**src/qtl_pkg.sv**
```systemverilog
`timescale 1ns / 1ps
// ----------------------------------------------------------------------------
// qtl_pkg: shared types and constants of the query text lexer
// Item layouts, event and token codes, and the command record that travels
// from the classifier to the result sequencer.
// ----------------------------------------------------------------------------
package qtl_pkg;

  localparam int MAX_RES     = 6;
  localparam int CNT_W       = 3;
  localparam int QUEUE_DEPTH = 2;

  typedef enum logic [1:0] {
    EV_TEXT = 2'd0,
    EV_END  = 2'd1,
    EV_ERR  = 2'd2
  } event_t;

  typedef enum logic [3:0] {
    TK_IDENT  = 4'd0,
    TK_NUMBER = 4'd1,
    TK_STRING = 4'd2,
    TK_EQ     = 4'd3,
    TK_NE     = 4'd4,
    TK_LT     = 4'd5,
    TK_LE     = 4'd6,
    TK_GT     = 4'd7,
    TK_GE     = 4'd8,
    TK_COMMA  = 4'd9,
    TK_SEMI   = 4'd10,
    TK_LPAREN = 4'd11,
    TK_RPAREN = 4'd12,
    TK_DOT    = 4'd13,
    TK_STAR   = 4'd14,
    TK_EOF    = 4'd15
  } token_t;

  typedef enum logic {
    ERR_UNEXPECTED = 1'b0,
    ERR_UNTERM_STR = 1'b1
  } err_t;

  typedef struct packed {
    logic       has_byte;
    logic [7:0] text_in;
    logic       end_of_text;
  } in_item_t;

  typedef struct packed {
    logic [1:0] event_kind;
    logic [7:0] text_out;
    logic [3:0] token_kind;
    logic       error_code;
    logic       last;
  } out_item_t;

  // One result record without the last flag.
  typedef struct packed {
    logic [1:0] event_kind;
    logic [7:0] text_out;
    logic [3:0] token_kind;
    logic       error_code;
  } rec_t;

  // All records caused by one item, with their count.
  typedef struct packed {
    rec_t [MAX_RES-1:0] recs;
    logic [CNT_W-1:0]   cnt;
  } cmd_t;

endpackage

```
**src/qtl_front.sv**
```systemverilog
`timescale 1ns / 1ps
// ----------------------------------------------------------------------------
// qtl_front: lexer classifier
// Accepts one text byte per cycle while the queue has room, advances the lexer
// mode and builds the full list of result records that the item causes.
// ----------------------------------------------------------------------------
module qtl_front
  import qtl_pkg::*;
(
  input  logic     clk,
  input  logic     rst_n,
  input  logic     in_push,
  input  in_item_t in_item,
  output logic     in_full,
  input  logic     q_full,
  output logic     q_push,
  output cmd_t     q_cmd
);

  typedef enum logic [3:0] {
    M_IDLE  = 4'd0,
    M_IDENT = 4'd1,
    M_NUM   = 4'd2,
    M_STAMP = 4'd3,
    M_STR   = 4'd4,
    M_ESC   = 4'd5,
    M_PEND  = 4'd6,
    M_ERR   = 4'd7
  } mode_t;

  localparam logic [7:0] CH_UNDER  = 8'h5F;
  localparam logic [7:0] CH_DOT    = 8'h2E;
  localparam logic [7:0] CH_DASH   = 8'h2D;
  localparam logic [7:0] CH_COLON  = 8'h3A;
  localparam logic [7:0] CH_BSLASH = 8'h5C;
  localparam logic [7:0] CH_BANG   = 8'h21;
  localparam logic [7:0] CH_DQUOTE = 8'h22;
  localparam logic [7:0] CH_EQ     = 8'h3D;
  localparam logic [7:0] CH_LT     = 8'h3C;
  localparam logic [7:0] CH_GT     = 8'h3E;
  localparam logic [7:0] CH_COMMA  = 8'h2C;
  localparam logic [7:0] CH_SEMI   = 8'h3B;
  localparam logic [7:0] CH_LPAREN = 8'h28;
  localparam logic [7:0] CH_RPAREN = 8'h29;
  localparam logic [7:0] CH_STAR   = 8'h2A;
  localparam logic [7:0] CH_SPACE  = 8'h20;

  localparam logic [1:0] OP_EQ   = 2'd0;
  localparam logic [1:0] OP_BANG = 2'd1;
  localparam logic [1:0] OP_LT   = 2'd2;
  localparam logic [1:0] OP_GT   = 2'd3;

  mode_t      mode_r, mode_nxt;
  logic [1:0] op_r, op_nxt;
  cmd_t       cmd_nxt;
  logic [CNT_W-1:0] n;
  logic       to_idle;
  logic       failed;
  logic [7:0] c;
  logic       accept;

  function automatic logic is_digit(input logic [7:0] ch);
    return ch >= 8'h30 && ch <= 8'h39;
  endfunction

  function automatic logic is_alpha(input logic [7:0] ch);
    return (ch >= 8'h61 && ch <= 8'h7A) || (ch >= 8'h41 && ch <= 8'h5A);
  endfunction

  function automatic logic is_space(input logic [7:0] ch);
    return ch == CH_SPACE || (ch >= 8'h09 && ch <= 8'h0D);
  endfunction

  function automatic logic is_stamp(input logic [7:0] ch);
    return ch == CH_DOT || ch == CH_DASH || ch == CH_COLON;
  endfunction

  function automatic rec_t mk_text(input logic [7:0] ch);
    rec_t r;
    r            = '0;
    r.event_kind = EV_TEXT;
    r.text_out   = ch;
    return r;
  endfunction

  function automatic rec_t mk_end(input token_t k);
    rec_t r;
    r            = '0;
    r.event_kind = EV_END;
    r.token_kind = k;
    return r;
  endfunction

  function automatic rec_t mk_err(input logic [7:0] ch, input err_t code);
    rec_t r;
    r            = '0;
    r.event_kind = EV_ERR;
    r.text_out   = ch;
    r.error_code = code;
    return r;
  endfunction

  function automatic logic [7:0] op_char(input logic [1:0] op);
    logic [7:0] ch;
    case (op)
      OP_EQ:   ch = CH_EQ;
      OP_BANG: ch = CH_BANG;
      OP_LT:   ch = CH_LT;
      default: ch = CH_GT;
    endcase
    return ch;
  endfunction

  function automatic token_t op_single(input logic [1:0] op);
    token_t k;
    case (op)
      OP_EQ:   k = TK_EQ;
      OP_BANG: k = TK_NE;
      OP_LT:   k = TK_LT;
      default: k = TK_GT;
    endcase
    return k;
  endfunction

  function automatic token_t op_double(input logic [1:0] op);
    token_t k;
    case (op)
      OP_EQ:   k = TK_EQ;
      OP_BANG: k = TK_NE;
      OP_LT:   k = TK_LE;
      default: k = TK_GE;
    endcase
    return k;
  endfunction

  assign accept  = in_push && !q_full;
  assign in_full = q_full;

  always_comb begin
    mode_nxt = mode_r;
    op_nxt   = op_r;
    cmd_nxt  = '0;
    n        = '0;
    to_idle  = 1'b0;
    failed   = 1'b0;
    c        = in_item.text_in;

    if (in_item.has_byte) begin
      case (mode_r)
        M_IDENT: begin
          if (is_alpha(c) || is_digit(c) || c == CH_UNDER) begin
            cmd_nxt.recs[n] = mk_text(c); n = n + 3'd1;
          end else begin
            cmd_nxt.recs[n] = mk_end(TK_IDENT); n = n + 3'd1;
            to_idle = 1'b1;
          end
        end
        M_NUM: begin
          if (is_digit(c)) begin
            cmd_nxt.recs[n] = mk_text(c); n = n + 3'd1;
          end else if (is_stamp(c)) begin
            cmd_nxt.recs[n] = mk_text(c); n = n + 3'd1;
            mode_nxt = M_STAMP;
          end else begin
            cmd_nxt.recs[n] = mk_end(TK_NUMBER); n = n + 3'd1;
            to_idle = 1'b1;
          end
        end
        M_STAMP: begin
          if (is_digit(c) || is_stamp(c)) begin
            cmd_nxt.recs[n] = mk_text(c); n = n + 3'd1;
          end else begin
            cmd_nxt.recs[n] = mk_end(TK_IDENT); n = n + 3'd1;
            to_idle = 1'b1;
          end
        end
        M_STR: begin
          if (c == CH_DQUOTE) begin
            cmd_nxt.recs[n] = mk_end(TK_STRING); n = n + 3'd1;
            mode_nxt = M_IDLE;
          end else if (c == CH_BSLASH) begin
            mode_nxt = M_ESC;
          end else begin
            cmd_nxt.recs[n] = mk_text(c); n = n + 3'd1;
          end
        end
        M_ESC: begin
          cmd_nxt.recs[n] = mk_text(c); n = n + 3'd1;
          mode_nxt = M_STR;
        end
        M_PEND: begin
          op_nxt = OP_EQ;
          if (c == CH_EQ) begin
            cmd_nxt.recs[n] = mk_text(op_char(op_r)); n = n + 3'd1;
            cmd_nxt.recs[n] = mk_text(CH_EQ); n = n + 3'd1;
            cmd_nxt.recs[n] = mk_end(op_double(op_r)); n = n + 3'd1;
            mode_nxt = M_IDLE;
          end else if (op_r == OP_BANG) begin
            // A bang must be followed by '='.
            cmd_nxt.recs[n] = mk_err(CH_BANG, ERR_UNEXPECTED); n = n + 3'd1;
            mode_nxt = M_ERR;
          end else begin
            cmd_nxt.recs[n] = mk_text(op_char(op_r)); n = n + 3'd1;
            cmd_nxt.recs[n] = mk_end(op_single(op_r)); n = n + 3'd1;
            to_idle = 1'b1;
          end
        end
        M_IDLE: to_idle = 1'b1;
        default: ;
      endcase

      // The byte that closed a token is lexed again from idle.
      if (to_idle) begin
        mode_nxt = M_IDLE;
        if (is_space(c)) begin
          mode_nxt = M_IDLE;
        end else if (is_alpha(c) || c == CH_UNDER) begin
          cmd_nxt.recs[n] = mk_text(c); n = n + 3'd1;
          mode_nxt = M_IDENT;
        end else if (is_digit(c)) begin
          cmd_nxt.recs[n] = mk_text(c); n = n + 3'd1;
          mode_nxt = M_NUM;
        end else begin
          case (c)
            CH_DQUOTE: mode_nxt = M_STR;
            CH_EQ: begin
              op_nxt = OP_EQ; mode_nxt = M_PEND;
            end
            CH_BANG: begin
              op_nxt = OP_BANG; mode_nxt = M_PEND;
            end
            CH_LT: begin
              op_nxt = OP_LT; mode_nxt = M_PEND;
            end
            CH_GT: begin
              op_nxt = OP_GT; mode_nxt = M_PEND;
            end
            CH_COMMA: begin
              cmd_nxt.recs[n] = mk_text(c); n = n + 3'd1;
              cmd_nxt.recs[n] = mk_end(TK_COMMA); n = n + 3'd1;
            end
            CH_SEMI: begin
              cmd_nxt.recs[n] = mk_text(c); n = n + 3'd1;
              cmd_nxt.recs[n] = mk_end(TK_SEMI); n = n + 3'd1;
            end
            CH_LPAREN: begin
              cmd_nxt.recs[n] = mk_text(c); n = n + 3'd1;
              cmd_nxt.recs[n] = mk_end(TK_LPAREN); n = n + 3'd1;
            end
            CH_RPAREN: begin
              cmd_nxt.recs[n] = mk_text(c); n = n + 3'd1;
              cmd_nxt.recs[n] = mk_end(TK_RPAREN); n = n + 3'd1;
            end
            CH_DOT: begin
              cmd_nxt.recs[n] = mk_text(c); n = n + 3'd1;
              cmd_nxt.recs[n] = mk_end(TK_DOT); n = n + 3'd1;
            end
            CH_STAR: begin
              cmd_nxt.recs[n] = mk_text(c); n = n + 3'd1;
              cmd_nxt.recs[n] = mk_end(TK_STAR); n = n + 3'd1;
            end
            default: begin
              cmd_nxt.recs[n] = mk_err(c, ERR_UNEXPECTED); n = n + 3'd1;
              mode_nxt = M_ERR;
              op_nxt   = OP_EQ;
            end
          endcase
        end
      end
    end

    // End of text flushes whatever the byte left behind.
    if (in_item.end_of_text) begin
      case (mode_nxt)
        M_IDENT, M_STAMP: begin
          cmd_nxt.recs[n] = mk_end(TK_IDENT); n = n + 3'd1;
        end
        M_NUM: begin
          cmd_nxt.recs[n] = mk_end(TK_NUMBER); n = n + 3'd1;
        end
        M_STR, M_ESC: begin
          cmd_nxt.recs[n] = mk_err(8'h00, ERR_UNTERM_STR); n = n + 3'd1;
          failed = 1'b1;
        end
        M_PEND: begin
          if (op_nxt == OP_BANG) begin
            cmd_nxt.recs[n] = mk_err(CH_BANG, ERR_UNEXPECTED); n = n + 3'd1;
            failed = 1'b1;
          end else begin
            cmd_nxt.recs[n] = mk_text(op_char(op_nxt)); n = n + 3'd1;
            cmd_nxt.recs[n] = mk_end(op_single(op_nxt)); n = n + 3'd1;
          end
        end
        M_IDLE: ;
        default: failed = 1'b1;
      endcase
      if (!failed) begin
        cmd_nxt.recs[n] = mk_end(TK_EOF); n = n + 3'd1;
      end
      mode_nxt = M_IDLE;
      op_nxt   = OP_EQ;
    end

    cmd_nxt.cnt = n;
  end

  assign q_push = accept && (n != '0);
  assign q_cmd  = cmd_nxt;

  always_ff @(posedge clk) begin
    if (!rst_n) begin
      mode_r <= M_IDLE;
      op_r   <= OP_EQ;
    end else if (accept) begin
      mode_r <= mode_nxt;
      op_r   <= op_nxt;
    end
  end

`ifndef NO_ASSERTIONS
  a_empty_item_silent: assert property (@(posedge clk) disable iff (!rst_n)
    (accept && !in_item.has_byte && !in_item.end_of_text) |-> !q_push)
    else $error("item without byte or end produced results");
  a_end_returns_idle: assert property (@(posedge clk) disable iff (!rst_n)
    (accept && in_item.end_of_text) |=> (mode_r == M_IDLE && op_r == OP_EQ))
    else $error("lexer not idle after end of text");
`endif

endmodule

```
**src/qtl_cmd_fifo.sv**
```systemverilog
`timescale 1ns / 1ps
// ----------------------------------------------------------------------------
// qtl_cmd_fifo: command queue
// Short queue of per-item record lists between the classifier and the
// result sequencer.
// ----------------------------------------------------------------------------
module qtl_cmd_fifo
  import qtl_pkg::*;
#(
  parameter int DEPTH = QUEUE_DEPTH
) (
  input  logic clk,
  input  logic rst_n,
  input  logic push_i,
  input  cmd_t data_i,
  output logic full_o,
  input  logic pop_i,
  output logic empty_o,
  output cmd_t data_o
);

  localparam int AW   = $clog2(DEPTH);
  localparam int CntW = $clog2(DEPTH + 1);
  localparam logic [AW-1:0]   LastIdx = AW'(DEPTH - 1);
  localparam logic [CntW-1:0] FullCnt = CntW'(DEPTH);

  cmd_t            mem_r [DEPTH];
  logic [AW-1:0]   wr_ptr_r, rd_ptr_r;
  logic [CntW-1:0] cnt_r;

  assign full_o  = cnt_r == FullCnt;
  assign empty_o = cnt_r == '0;
  assign data_o  = mem_r[rd_ptr_r];

  always_ff @(posedge clk) begin
    if (push_i) begin
      mem_r[wr_ptr_r] <= data_i;
    end
  end

  always_ff @(posedge clk) begin
    if (!rst_n) begin
      wr_ptr_r <= '0;
      rd_ptr_r <= '0;
      cnt_r    <= '0;
    end else begin
      if (push_i) begin
        wr_ptr_r <= (wr_ptr_r == LastIdx) ? '0 : wr_ptr_r + 1'b1;
      end
      if (pop_i) begin
        rd_ptr_r <= (rd_ptr_r == LastIdx) ? '0 : rd_ptr_r + 1'b1;
      end
      if (push_i && !pop_i) begin
        cnt_r <= cnt_r + 1'b1;
      end else if (pop_i && !push_i) begin
        cnt_r <= cnt_r - 1'b1;
      end
    end
  end

`ifndef NO_ASSERTIONS
  a_no_overflow: assert property (@(posedge clk) disable iff (!rst_n)
    !(push_i && full_o))
    else $error("push into full command queue");
  a_no_underflow: assert property (@(posedge clk) disable iff (!rst_n)
    !(pop_i && empty_o))
    else $error("pop from empty command queue");
`endif

endmodule

```
**src/qtl_back.sv**
```systemverilog
`timescale 1ns / 1ps
// ----------------------------------------------------------------------------
// qtl_back: result sequencer
// Walks the record list at the head of the command queue and hands one
// record per cycle to the output register while it is popped or empty.
// ----------------------------------------------------------------------------
module qtl_back
  import qtl_pkg::*;
(
  input  logic      clk,
  input  logic      rst_n,
  input  logic      q_empty_i,
  input  cmd_t      q_cmd_i,
  output logic      q_pop_o,
  input  logic      out_pop,
  output logic      out_empty,
  output out_item_t out_item
);

  logic [CNT_W-1:0] idx_r, idx_nxt;
  logic             out_valid_r;
  out_item_t        out_r;
  logic             load;
  logic             is_last;
  rec_t             cur;

  assign cur     = q_cmd_i.recs[idx_r];
  assign is_last = CNT_W'(idx_r + 1'b1) == q_cmd_i.cnt;
  // The output register refills in the same cycle it is emptied.
  assign load    = !q_empty_i && (!out_valid_r || out_pop);
  assign q_pop_o = load && is_last;
  assign idx_nxt = is_last ? '0 : CNT_W'(idx_r + 1'b1);

  always_ff @(posedge clk) begin
    if (!rst_n) begin
      idx_r       <= '0;
      out_valid_r <= 1'b0;
    end else begin
      if (load) begin
        idx_r <= idx_nxt;
      end
      if (load) begin
        out_valid_r <= 1'b1;
      end else if (out_pop) begin
        out_valid_r <= 1'b0;
      end
    end
  end

  always_ff @(posedge clk) begin
    if (load) begin
      out_r <= {cur.event_kind, cur.text_out, cur.token_kind, cur.error_code, is_last};
    end
  end

  assign out_empty = !out_valid_r;
  assign out_item  = out_r;

`ifndef NO_ASSERTIONS
  a_idx_in_range: assert property (@(posedge clk) disable iff (!rst_n)
    !q_empty_i |-> (idx_r < q_cmd_i.cnt))
    else $error("record index beyond command length");
  a_idx_restart: assert property (@(posedge clk) disable iff (!rst_n)
    q_pop_o |=> (idx_r == '0))
    else $error("record index not rewound after command");
`endif

endmodule

```
**src/query_text_lexer_unit.sv**
```systemverilog
`timescale 1ns / 1ps
// ----------------------------------------------------------------------------
// query_text_lexer_unit: streaming query text lexer
// Byte-serial lexer that emits token text, token-end and error records.
// ----------------------------------------------------------------------------
// One query byte is accepted per cycle while the command queue has room;
// the classifier turns each item into between zero and five result records
// in that cycle. The result sequencer then delivers those records one per
// cycle through a single output register while the consumer keeps popping
// it. The command queue depth (QUEUE_DEPTH_P items) sets how far input may
// run ahead of the result side.
// ----------------------------------------------------------------------------
module query_text_lexer_unit
  import qtl_pkg::*;
#(
  parameter int QUEUE_DEPTH_P = QUEUE_DEPTH
) (
  input  logic      clk,
  input  logic      rst_n,
  input  logic      in_push,
  input  in_item_t  in_item,
  output logic      in_full,
  input  logic      out_pop,
  output logic      out_empty,
  output out_item_t out_item
);

  logic q_push, q_full, q_pop, q_empty;
  cmd_t q_wr_cmd, q_rd_cmd;

  qtl_front u_front (
    .clk     (clk),
    .rst_n   (rst_n),
    .in_push (in_push),
    .in_item (in_item),
    .in_full (in_full),
    .q_full  (q_full),
    .q_push  (q_push),
    .q_cmd   (q_wr_cmd)
  );

  qtl_cmd_fifo #(
    .DEPTH (QUEUE_DEPTH_P)
  ) u_fifo (
    .clk     (clk),
    .rst_n   (rst_n),
    .push_i  (q_push),
    .data_i  (q_wr_cmd),
    .full_o  (q_full),
    .pop_i   (q_pop),
    .empty_o (q_empty),
    .data_o  (q_rd_cmd)
  );

  qtl_back u_back (
    .clk       (clk),
    .rst_n     (rst_n),
    .q_empty_i (q_empty),
    .q_cmd_i   (q_rd_cmd),
    .q_pop_o   (q_pop),
    .out_pop   (out_pop),
    .out_empty (out_empty),
    .out_item  (out_item)
  );

endmodule
```
**config.mk**
```make
export PLATFORM = sky130hd
export DESIGN_NAME = query_text_lexer_unit
export DESIGN_NICKNAME = d
export VERILOG_FILES = /design/src/qtl_pkg.sv /design/src/qtl_front.sv /design/src/qtl_cmd_fifo.sv /design/src/qtl_back.sv /design/src/query_text_lexer_unit.sv
export SDC_FILE = /design/constraint.sdc
export NUM_CORES = 1
export LEC_CHECK = 0
export BUFFER_PORTS_ARGS = -buffer_cell sky130_fd_sc_hd__buf_2
export CAP_MARGIN = 15
export CORE_UTILIZATION = 57
export DETAILED_ROUTE_END_ITERATION = 10
export PLACE_DENSITY_LB_ADDON = 0.1
export SLEW_MARGIN = 0
export SYNTH_ARGS = -nofsm -noshare
export SYNTH_HDL_FRONTEND = slang
export SYNTH_HIERARCHICAL = 1
export SYNTH_SLANG_ARGS = --single-unit
export TNS_END_PERCENT = 50
```
**constraint.sdc**
```tcl
create_clock -name clk -period 9.6 [get_ports clk]
set_input_delay 0 -clock clk [delete_from_list [all_inputs] [get_ports clk]]
set_output_delay 0 -clock clk [all_outputs]
set_load 0.01 [all_outputs]
```
==> results_dict.tcl, run 1 <==
set metrics [dict create \
    run_status "finished, final reports clean" \
    worst_ep_required_time_ps 9750 \
    clock_tree.root_cell "clkbuf_16" \
    grt.overflow.total 0 \
    netlist_instances 1088 \
    min_period_ps 6830 \
    hp-class "in -> reg" \
    rr_worst_depth 17 \
    die_x_um 151 \
    synth.area.top_cells "edfxtp_1, mux2_2, nand2_1, dfxtp_1, mux4_2" \
    syn_area_per_cell_um2 11.6 \
    final_cells 1390 \
    drc 0 \
    end_kind "register" \
    internal-power_mw 2.38 \
    clk_latency_ps 510 \
    io_buffers 31 \
    critical_path.endpoint "u_fifo/mem_r[1][33]$_DFFE_PP_" \
    setup_tns_ps 0 \
    post-synth-top-count-cell "edfxtp_1" \
    fin_area_um2 13600 \
    drt_wl_total_mm 33.7 \
    clk_path_buf_depth 3 \
    drive_above_1_share 0.204 \
    pwr-share-clk 0.245 \
    swShare 0.329 \
    netlist.area_leader.share 0.482 \
    detailed_place_hpwl_mm 23.6 \
    cts_tree "done" \
    async_flop_share 0 \
    rrSetupSlack_ps 2770 \
    whs_ps 56.5 \
    grt_start_max_net_pins 78 \
    arrival_ps 6980 \
    groute.usage.overall 0.301 \
    finalPower_mw 3.54 \
    synth_edf_count 202 \
    antenna_found_initial 0 \
    place_inst 1344 \
    final_nets 1126 \
    cts_made_buffers 23 \
    path_cells "nand4bb_1 -> a21oi_1 -> inv_1 -> ha_1 -> xnor2_1 -> a21o_1 -> inv_1 -> ha_1 -> o211ai_2 -> and2_0 -> ha_1 -> o21ai_0 -> xnor2_1 -> mux2i_1 -> o311a_1 -> and2_4 -> buf_4" \
    r2r-start "u_front/mode_r[1]$_SDFFE_PN0P_" \
    path_class "reg -> reg" \
    r2r-end "u_fifo/mem_r[1][33]$_DFFE_PP_" \
    yosys_warnings 6 \
    rsz0062_at_grt "false" \
    placed_cell_area_um2 12800 \
    critPathTopFamily "compound AO/OA/AOI/OAI gates" \
    synthToLayoutAreaGrowth_pct 7.72 \
    dieArea_um2 22700 \
    drtIter0Drc 980 \
    antenna_left 0 \
    htreeDepth 1 \
    worst-path-buf-inv 3 \
    clock-sinks 217 \
    p_sw_mw 1.16 \
    synth_common_cells "edfxtp_1, mux2_2, nand2_1" \
    period_share 0.712 \
    relSlewSlack 0.375 \
    ys_seq_elements 217 \
    p_leak_nw 4.74 \
    drt_first_pass_iters 6 \
    coreArea_um2 21800 \
    tightestPinTransition_ps 930 \
    grt_pass1_wl_mm 51.2 \
    p_seq_frac 0.401 \
    crit_cells 17 \
    max_clock_freq_ghz 0.146 \
    cts_setup_buffers 0 \
    num_antenna_cells 0 \
    synth.cell_area_um2 12600 \
    place_congestion 0.972 \
    yosys_most_used_dff "edfxtp_1" \
    power_density_nw_per_um2 261 \
    setup_viol 0 \
    cp_slowest_cell "dfxtp_1" \
    grt_pass1_vias 8723 \
    cp-startpoint "u_front/mode_r[1]$_SDFFE_PN0P_" \
    ys_seq_area_frac 0.506 \
    start_kind "register" \
    drv_cap 0 \
    vias 9245 \
    io_pins 32 \
    crit_path_max_fanout 58 \
    path_clk_slew_ps 60 \
    viasPerCell 6.65 \
    slew_violations 0 \
    wire_per_inst_um 24.2 \
    slowest_delay_ps 700 \
    num_rows 54 \
    fp.dieH_um 151 \
    yosysUniqueCellTypes 105 \
    min_from "in_item[6]" \
    fin_worst_skew_ps 13.5 \
    comb_power_share 0.354 \
    hold_violations 0 \
    ir_drop_uv 243 \
    cpMostUsedCell "ha_1" \
    initial_utilization 0.579 \
    synth_top_cell_by_area "edfxtp_1" \
]
==> layout by cell type, fill, tap and decap left out, types with 13 or more instances in the layout <==
cell type  synthesis  final
nor3_1            25     25
a21oi_1           39     39
a211oi_1          15     15
a31oi_1           15     15
conb_1             1     21
inv_1             32     32
buf_4             23     13
and3_1            15     15
buf_2             18     31
edfxtp_1         202    202
mux2i_1           16     16
o21ai_1           13     13
clkbuf_16          0     23
ha_1              17     17
nand2b_1          15     15
o21ai_0           48     48
o22ai_1           24     24
nor2b_1           15     13
nand3_1           38     38
mux2_2            94     94
nor2_1            57     57
dfxtp_1           15     13
nand2_1           81     81
mux4_2            13     13
==> power by group through the flow <==
| stage | combinational (mW) | sequential [mW] | clock (mW) |
|---|---|---|---|
| finish | 1.25 | 1.42 | 0.868 |
| detailed placement | 1.23 | 1.44 | 0 |
| CTS | 1.24 | 1.42 | 0.887 |
| floorplan | 0.933 | 1.45 | 0 |
| global placement | 1.23 | 1.43 | 0 |
| global route | 1.35 | 1.45 | 0.921 |
==> cell families (layout without fill, tap and decap cells) <==
group,after synthesis,after routing,share of synthesized area
DFF,217,217,0.506
other,1,21,0.000298
muxes,126,126,0.126
xor gates and xnor gates,15,15,0.0119
buffers and inverters,126,128,0.0538
AOI/OAI and AO/OA,272,272,0.156
adders and majority gates,17,17,0.0169
and+or+nand+nor,314,314,0.129
==> timing repair <==
action	4_1_cts	5_1_grt
hold buffers	6	0
endpoints found under the hold margin	27	0
setup endpoints to repair	0	0
gates resized for setup	0	0
==> per-stage QoR <==
step	setup WS, ps	utilization
floorplan	417	-
global placement	3130	0.587
detailed placement	2900	0.587
CTS	2860	0.623
global route	2210	0.623
finish	2770	0.623
==> per-layer routing <==
metal / global-route usage / vias up / routed length (um)
met1: 0.428 / 4538 / 14600
li1: - / 4176 / -
met3: 0.0400 / 88 / 2400
met4: 0.123 / 0 / 1270
met2: 0.466 / 443 / 15400
met5: 0 / - / 0
==> area by class of cell <==
type | count | area [um2]
fill | 1770 | 8190
clock buffer | 29 | 598
tap | 280 | 350
sequential | 217 | 6370
clock inverter | 11 | 136
multi-input combinational | 765 | 5630
timing repair buffer | 51 | 333
inverter | 37 | 139
==> registers in the layout, indices dropped and copies added, names as in the netlist, named ones only <==
register,count
u_back/idx_r,3
u_fifo/mem_r,186
u_fifo/wr_ptr_r,1
u_fifo/rd_ptr_r,1
u_front/mode_r,4
u_fifo/cnt_r,2
u_front/op_r,2
u_back/out_valid_r,1
u_back/out_item,16
==> worst reg2reg max path, cell delays in order, from the launching register on <==
cell and delay [ps]:
dfxtp_1 700, nand4bb_1 480, a21oi_1 610, inv_1 180, ha_1 340, xnor2_1 160, a21o_1 320, inv_1 200
ha_1 420, o211ai_2 470, and2_0 340, ha_1 200, o21ai_0 100, xnor2_1 150, mux2i_1 240, o311a_1 260
and2_4 690, buf_4 600
==> how the worst min path moves through the flow <==
stage,slack (ps),endpoint,cells after the start
6_report,60,u_fifo/mem_r[1][58]$_DFFE_PP_,3
5_1_grt,60,u_fifo/mem_r[0][58]$_DFFE_PP_,3
4_1_cts,30,u_fifo/mem_r[1][58]$_DFFE_PP_,3
3_5_place_dp,300,u_back/out_valid_r$_SDFFE_PN0P_,3
3_3_place_gp,300,u_back/out_valid_r$_SDFFE_PN0P_,3
2_1_floorplan,120,u_fifo/wr_ptr_r$_SDFFE_PN0P_,1
No activity file was read; power rests on OpenSTA's default activity.
==> inputs of run 2 (changes only) <==
Clock period 9.6 ns to 5.5 ns, I/O delays scaled along.
==> run 2 against run 1 <==
Power is 80% higher. Worst setup slack lost 2400 ps. Critical path type unchanged. Non-clock buffer count up 39. Clock skew fell by 2.8 ps. Critical path depth increased by 1. Cell count grew 3.1%. Critical endpoint is now u_fifo/cnt_r[1]$_SDFFE_PN0P_. Sequential power grew 75%. Wire length shrank 1.0%. First-iteration DRC count shrank 7.3%. Sequential share of layout area fell by 1.8 points. Core utilization is 2.5 points higher. Largest power group unchanged. Die area stayed put.
==> results_dict.tcl, run 2 (synthesis gave the netlist of run 1 again) <==
set metrics [dict create \
    drc 0 \
    tightestPinTransition_ps 1060 \
    largest_reg_flops 186 \
    final_cell_mix "edfxtp_1, mux2_2, nand2_1" \
    fin_area_um2 14100 \
    die_x_um 151 \
    fin_worst_skew_ps 10.6 \
    synthToLayoutAreaGrowth_pct 12.1 \
    drt_first_pass_iters 5 \
    antenna_left 0 \
    cts_made_buffers 24 \
    max_clock_freq_ghz 0.194 \
    num_rows 54 \
    drt_wl_total_mm 33.4 \
    viasPerCell 6.53 \
    path_class "reg -> reg" \
    final_nets 1166 \
    grt_pass1_wl_mm 50.5 \
    worst_ep_required_time_ps 5930 \
    slew_violations 0 \
    htreeDepth 1 \
    cts_tree "done" \
    num_antenna_cells 0 \
    groute.usage.overall 0.298 \
    relSlewSlack 0.289 \
    hold_violations 0 \
    rrSetupSlack_ps 340 \
    end_kind "register" \
    antenna_found_initial 0 \
    grt.overflow.total 0 \
    clock-sinks 217 \
    rsz0062_at_grt "false" \
    grt_start_max_net_pins 56 \
    rr_worst_depth 18 \
    period_share 0.938 \
    start_kind "register" \
    min_from "in_item[6]" \
    clk_path_buf_depth 3 \
    hp-class "in -> reg" \
    r2r-start "u_front/mode_r[1]$_SDFFE_PN0P_" \
    run_status "finished, final reports clean" \
    fp.dieH_um 151 \
    final_common_cell "edfxtp_1" \
    io_buffers 31 \
    r2r-end "u_fifo/cnt_r[1]$_SDFFE_PN0P_" \
    worstHoldEndpoint "u_fifo/mem_r[1][58]$_DFFE_PP_" \
    dieArea_um2 22700 \
    crit_path_max_fanout 15 \
    clock_tree.root_cell "clkbuf_16" \
    drtIter0Drc 908 \
    setup_tns_ps 0 \
    p_leak_nw 4.98 \
    regMostFlops "u_fifo/mem_r" \
    grt_pass1_vias 8975 \
    initial_utilization 0.579 \
    finalPower_mw 6.38 \
    setup_viol 0 \
    path_clk_slew_ps 60 \
    wire_per_inst_um 23.3 \
    coreArea_um2 21800 \
    min_period_ps 5160 \
    placed_cell_area_um2 13300 \
    ir_drop_uv 390 \
    io_pins 32 \
    drive_above_1_share 0.249 \
    clk_latency_ps 500 \
    hold_depth 3 \
    power_density_nw_per_um2 452 \
    drv_cap 0 \
    arrival_ps 5590 \
    fillCellCount 1735 \
    detailed_place_hpwl_mm 24.2 \
    place_congestion 0.992 \
    vias 9354 \
]
[run 2: changes by cell type in the layout (fill, tap and decap cells not counted), moves of 3 or more]
cell    change
buf_4      +32
buf_12      +7
ha_1        -4
inv_6       +4
ha_4        +3
[run 2: worst max path at each step]
stage	start	to	slack (ps)	cells past startpoint
final	u_front/mode_r[1]$_SDFFE_PN0P_	u_fifo/cnt_r[1]$_SDFFE_PN0P_	340	18
after global routing	u_front/mode_r[1]$_SDFFE_PN0P_	u_fifo/mem_r[1][17]$_DFFE_PP_	90	17
after CTS	in_item[7]	u_fifo/mem_r[0][73]$_DFFE_PP_	300	20
after detailed placement	in_item[6]	u_fifo/mem_r[0][75]$_DFFE_PP_	320	19
after global placement	in_item[6]	u_fifo/mem_r[0][68]$_DFFE_PP_	370	17
after floorplan	u_front/mode_r[2]$_SDFFE_PN0P_	u_fifo/mem_r[0][0]$_DFFE_PP_	3	23
[run 2: cell type report]
cell class / count / area (um2) / area share
Tap cell: 280 / 350 / 0.0248
Inverter: 37 / 149 / 0.0105
Timing Repair Buffer: 90 / 713 / 0.0505
Clock buffer: 32 / 652 / 0.0462
Sequential cell: 217 / 6370 / 0.452
Clock inverter: 12 / 116 / 0.00824
Multi-Input combinational cell: 765 / 5760 / 0.408
[run 2: critical path, stage by stage (launching register included)]
cell and delay, ps:
dfxtp_1 650, and3_1 400, o21a_1 230, or2_4 240, inv_6 60, ha_4 260, xnor2_1 100, a21o_1 370
inv_6 80, ha_1 270, xor2_1 240, o2111a_1 200, a211oi_1 420, xnor2_1 170, mux2i_1 130, o311a_1 430
ha_1 350, or3_1 350, a21boi_1 150
[run 2: report_power, final]
part	internal [mW]	switching [mW]
sequential	2.35	0.140
combinational	1.03	1.33
clock	0.930	0.603
total	4.30	2.08
[run 2: per-stage QoR]
stage	setup WS (ps)	hold slack [ps]	instances	util
global route	89.0	66.8	1433	0.649
floorplan	2.63	118	1108	-
global placement	366	300	1381	0.609
CTS	296	43.3	1431	0.647
detailed placement	324	312	1381	0.609
finish	341	83.2	1433	0.649
[run 2: metal layers]
| layer | track usage | vias to the layer above | wire [um] |
|---|---|---|---|
| met5 | 0 | - | 0 |
| met4 | 0.136 | 0 | 1490 |
| met2 | 0.466 | 447 | 15400 |
| li1 | - | 4273 | - |
| met3 | 0.0476 | 105 | 2380 |
| met1 | 0.407 | 4529 | 14100 |
[run 2: what timing repair did]
action	4_1_cts	5_1_grt
endpoints found under the setup margin	0	102
hold buffers	6	0
endpoints found under the hold margin	25	0
gates resized for setup	0	1
buffers inserted	0	2
==> inputs of run 3 (changes only) <==
Settings changed: CORE_UTILIZATION 57 to 50, RECOVER_POWER set to 50.
==> run 3 against run 2 <==
The flow now finishes with violations (capacitance limit, slew limit). Cell count rose by 2.4%. Sequential share of layout area is 0.62 points higher. Global-route usage shrank 2.8 points. Clock skew decreased by 1.8 ps. Worst hold slack worse by 76 ps. Highest routed layer unchanged. Critical path type unchanged. Core utilization down 8.2 points. Worst setup slack lost 130 ps. Fmax shrank 2.5%. Cell area shrank 1.4%.
==> results_dict.tcl, run 3 (synthesis gave the netlist of run 1 again) <==
set metrics [dict create \
    internal-power_mw 4.13 \
    hold_violations 0 \
    groute.usage.overall 0.270 \
    fillCellCount 2111 \
    dieArea_um2 25800 \
    drive_above_1_share 0.212 \
    place_inst 1422 \
    cts.hold.buffers_added 5 \
    fp.dieH_um 161 \
    run_status "complete, but fails checks" \
    io_pins 32 \
    grt_start_max_net_pins 67 \
    met1_usage 0.384 \
    placed_cell_area_um2 13300 \
    drt_wl_total_mm 34.4 \
    max_clock_freq_ghz 0.189 \
    clk_latency_ps 510 \
    clk_path_buf_depth 3 \
    rsz0062_at_grt "false" \
    grt_pass1_vias 9066 \
    final_common_cell "edfxtp_1" \
    min_period_ps 5290 \
    final_core_util 0.567 \
    whs_ps 7.32 \
    num_rows 57 \
    setup_viol 0 \
    setup_tns_ps 0 \
    swShare 0.332 \
    seq_area_um2 6370 \
    arrival_ps 5510 \
    fin_worst_skew_ps 8.80 \
    cts_setup_buffers 0 \
    period_share 0.962 \
    use_met3 0.0297 \
    start_kind "register" \
    path_clk_slew_ps 60 \
    detailed_place_hpwl_mm 24.9 \
    pre_cts_slack_ps 424 \
    final_cell_mix "edfxtp_1, mux2_2, nand2_1" \
    end_kind "register" \
    use_met2 0.422 \
    htreeDepth 1 \
    die_x_um 161 \
    viasPerCell 6.35 \
    grt.overflow.total 0 \
    setup_ws_ps 209 \
    io_buffers 31 \
    p_seq_frac 0.400 \
    drv_cap 1 \
    rr_worst_depth 15 \
    drc 0 \
    relSlewSlack -0.219 \
    initial_utilization 0.513 \
    clock-sinks 217 \
    hp-class "in -> reg" \
    synthToLayoutAreaGrowth_pct 10.5 \
    num_antenna_cells 0 \
    p_sw_mw 2.05 \
    vias 9325 \
    drtIter0Drc 1001 \
    clock_tree.root_cell "clkbuf_16" \
    cts_tree "done" \
    grt_pass1_wl_mm 53.1 \
    slew_violations 41 \
    largest_reg_flops 186 \
    finalPower_mw 6.18 \
    final_nets 1160 \
    worst_ep_required_time_ps 5720 \
    antenna_found_initial 0 \
    coreArea_um2 24500 \
    hold_depth 4 \
    place_congestion 1.03 \
    power_density_nw_per_um2 444 \
    grt_busiest_layer "met2" \
    cts_made_buffers 24 \
    drt_first_pass_iters 5 \
    path_class "reg -> reg" \
    pwr-share-clk 0.231 \
    comb_power_share 0.369 \
    ir_drop_uv 276 \
    tightestPinTransition_ps 1830 \
    regMostFlops "u_fifo/mem_r" \
    crit_path_max_fanout 11 \
    antenna_left 0 \
    multiInputGateArea_um2 5720 \
    fin_area_um2 13900 \
    wire_per_inst_um 23.4 \
    violations "capacitance limit, slew limit" \
    ctsResizeCount 0 \
    final_cells 1468 \
    p_leak_nw 4.82 \
]
==> run 3: cell types whose count changed in the layout (fill, tap and decap cells not counted), moves of 5 or more <==
cell	before	now
buf_2	31	13
buf_4	45	40
clkbuf_1	7	34
o21ai_0	47	54
o21ai_1	13	6
==> run 3: routing by layer <==
| layer | vias up | share of wire |
|---|---|---|
| li1 | 4255 | - |
| met1 | 4564 | 0.44 |
| met2 | 416 | 0.45 |
| met3 | 90 | 0.064 |
| met4 | 0 | 0.039 |
| met5 | - | 0 |
==> run 3: path summary, 6_finish.rpt <==
path	from	endpoint	slack, ps
setup reg to reg	u_front/mode_r[1]$_SDFFE_PN0P_	u_fifo/mem_r[1][42]$_DFFE_PP_	210
setup / recovery	u_front/mode_r[1]$_SDFFE_PN0P_	u_fifo/mem_r[1][42]$_DFFE_PP_	210
hold / removal	in_push	u_fifo/wr_ptr_r$_SDFFE_PN0P_	7
hold reg to reg	u_fifo/cnt_r[1]$_SDFFE_PN0P_	u_fifo/cnt_r[1]$_SDFFE_PN0P_	500
==> run 3: power by group through the flow <==
stage / registers [mW] / clock network, mW / logic, mW
after floorplan: 2.50 / 0 / 1.68
after global placement: 2.49 / 0 / 2.30
after detailed placement: 2.51 / 0 / 2.30
after CTS: 2.48 / 1.47 / 2.32
after global routing: 2.52 / 1.52 / 2.45
final: 2.47 / 1.43 / 2.28
==> run 3: layout make-up <==
type	count	share of cell area
Timing Repair Buffer	84	0.0416
Inverter	37	0.0107
Clock inverter	3	0.00153
Sequential cell	217	0.458
Clock buffer	38	0.0485
Multi-Input combinational cell	765	0.411
Tap cell	324	0.0291
==> run 3: critical path: stages (launching register included) <==
cell       delay (ps)
dfxtp_1           580
and3_1            440
o21a_1            240
or2_4             240
inv_6              60
ha_4              260
xnor2_1           100
a21o_1            390
inv_6              80
ha_1              270
xor2_1            190
o2111a_1          170
a211o_1           390
nor4b_1          1050
a2bb2oi_1         340
o21ai_0           190
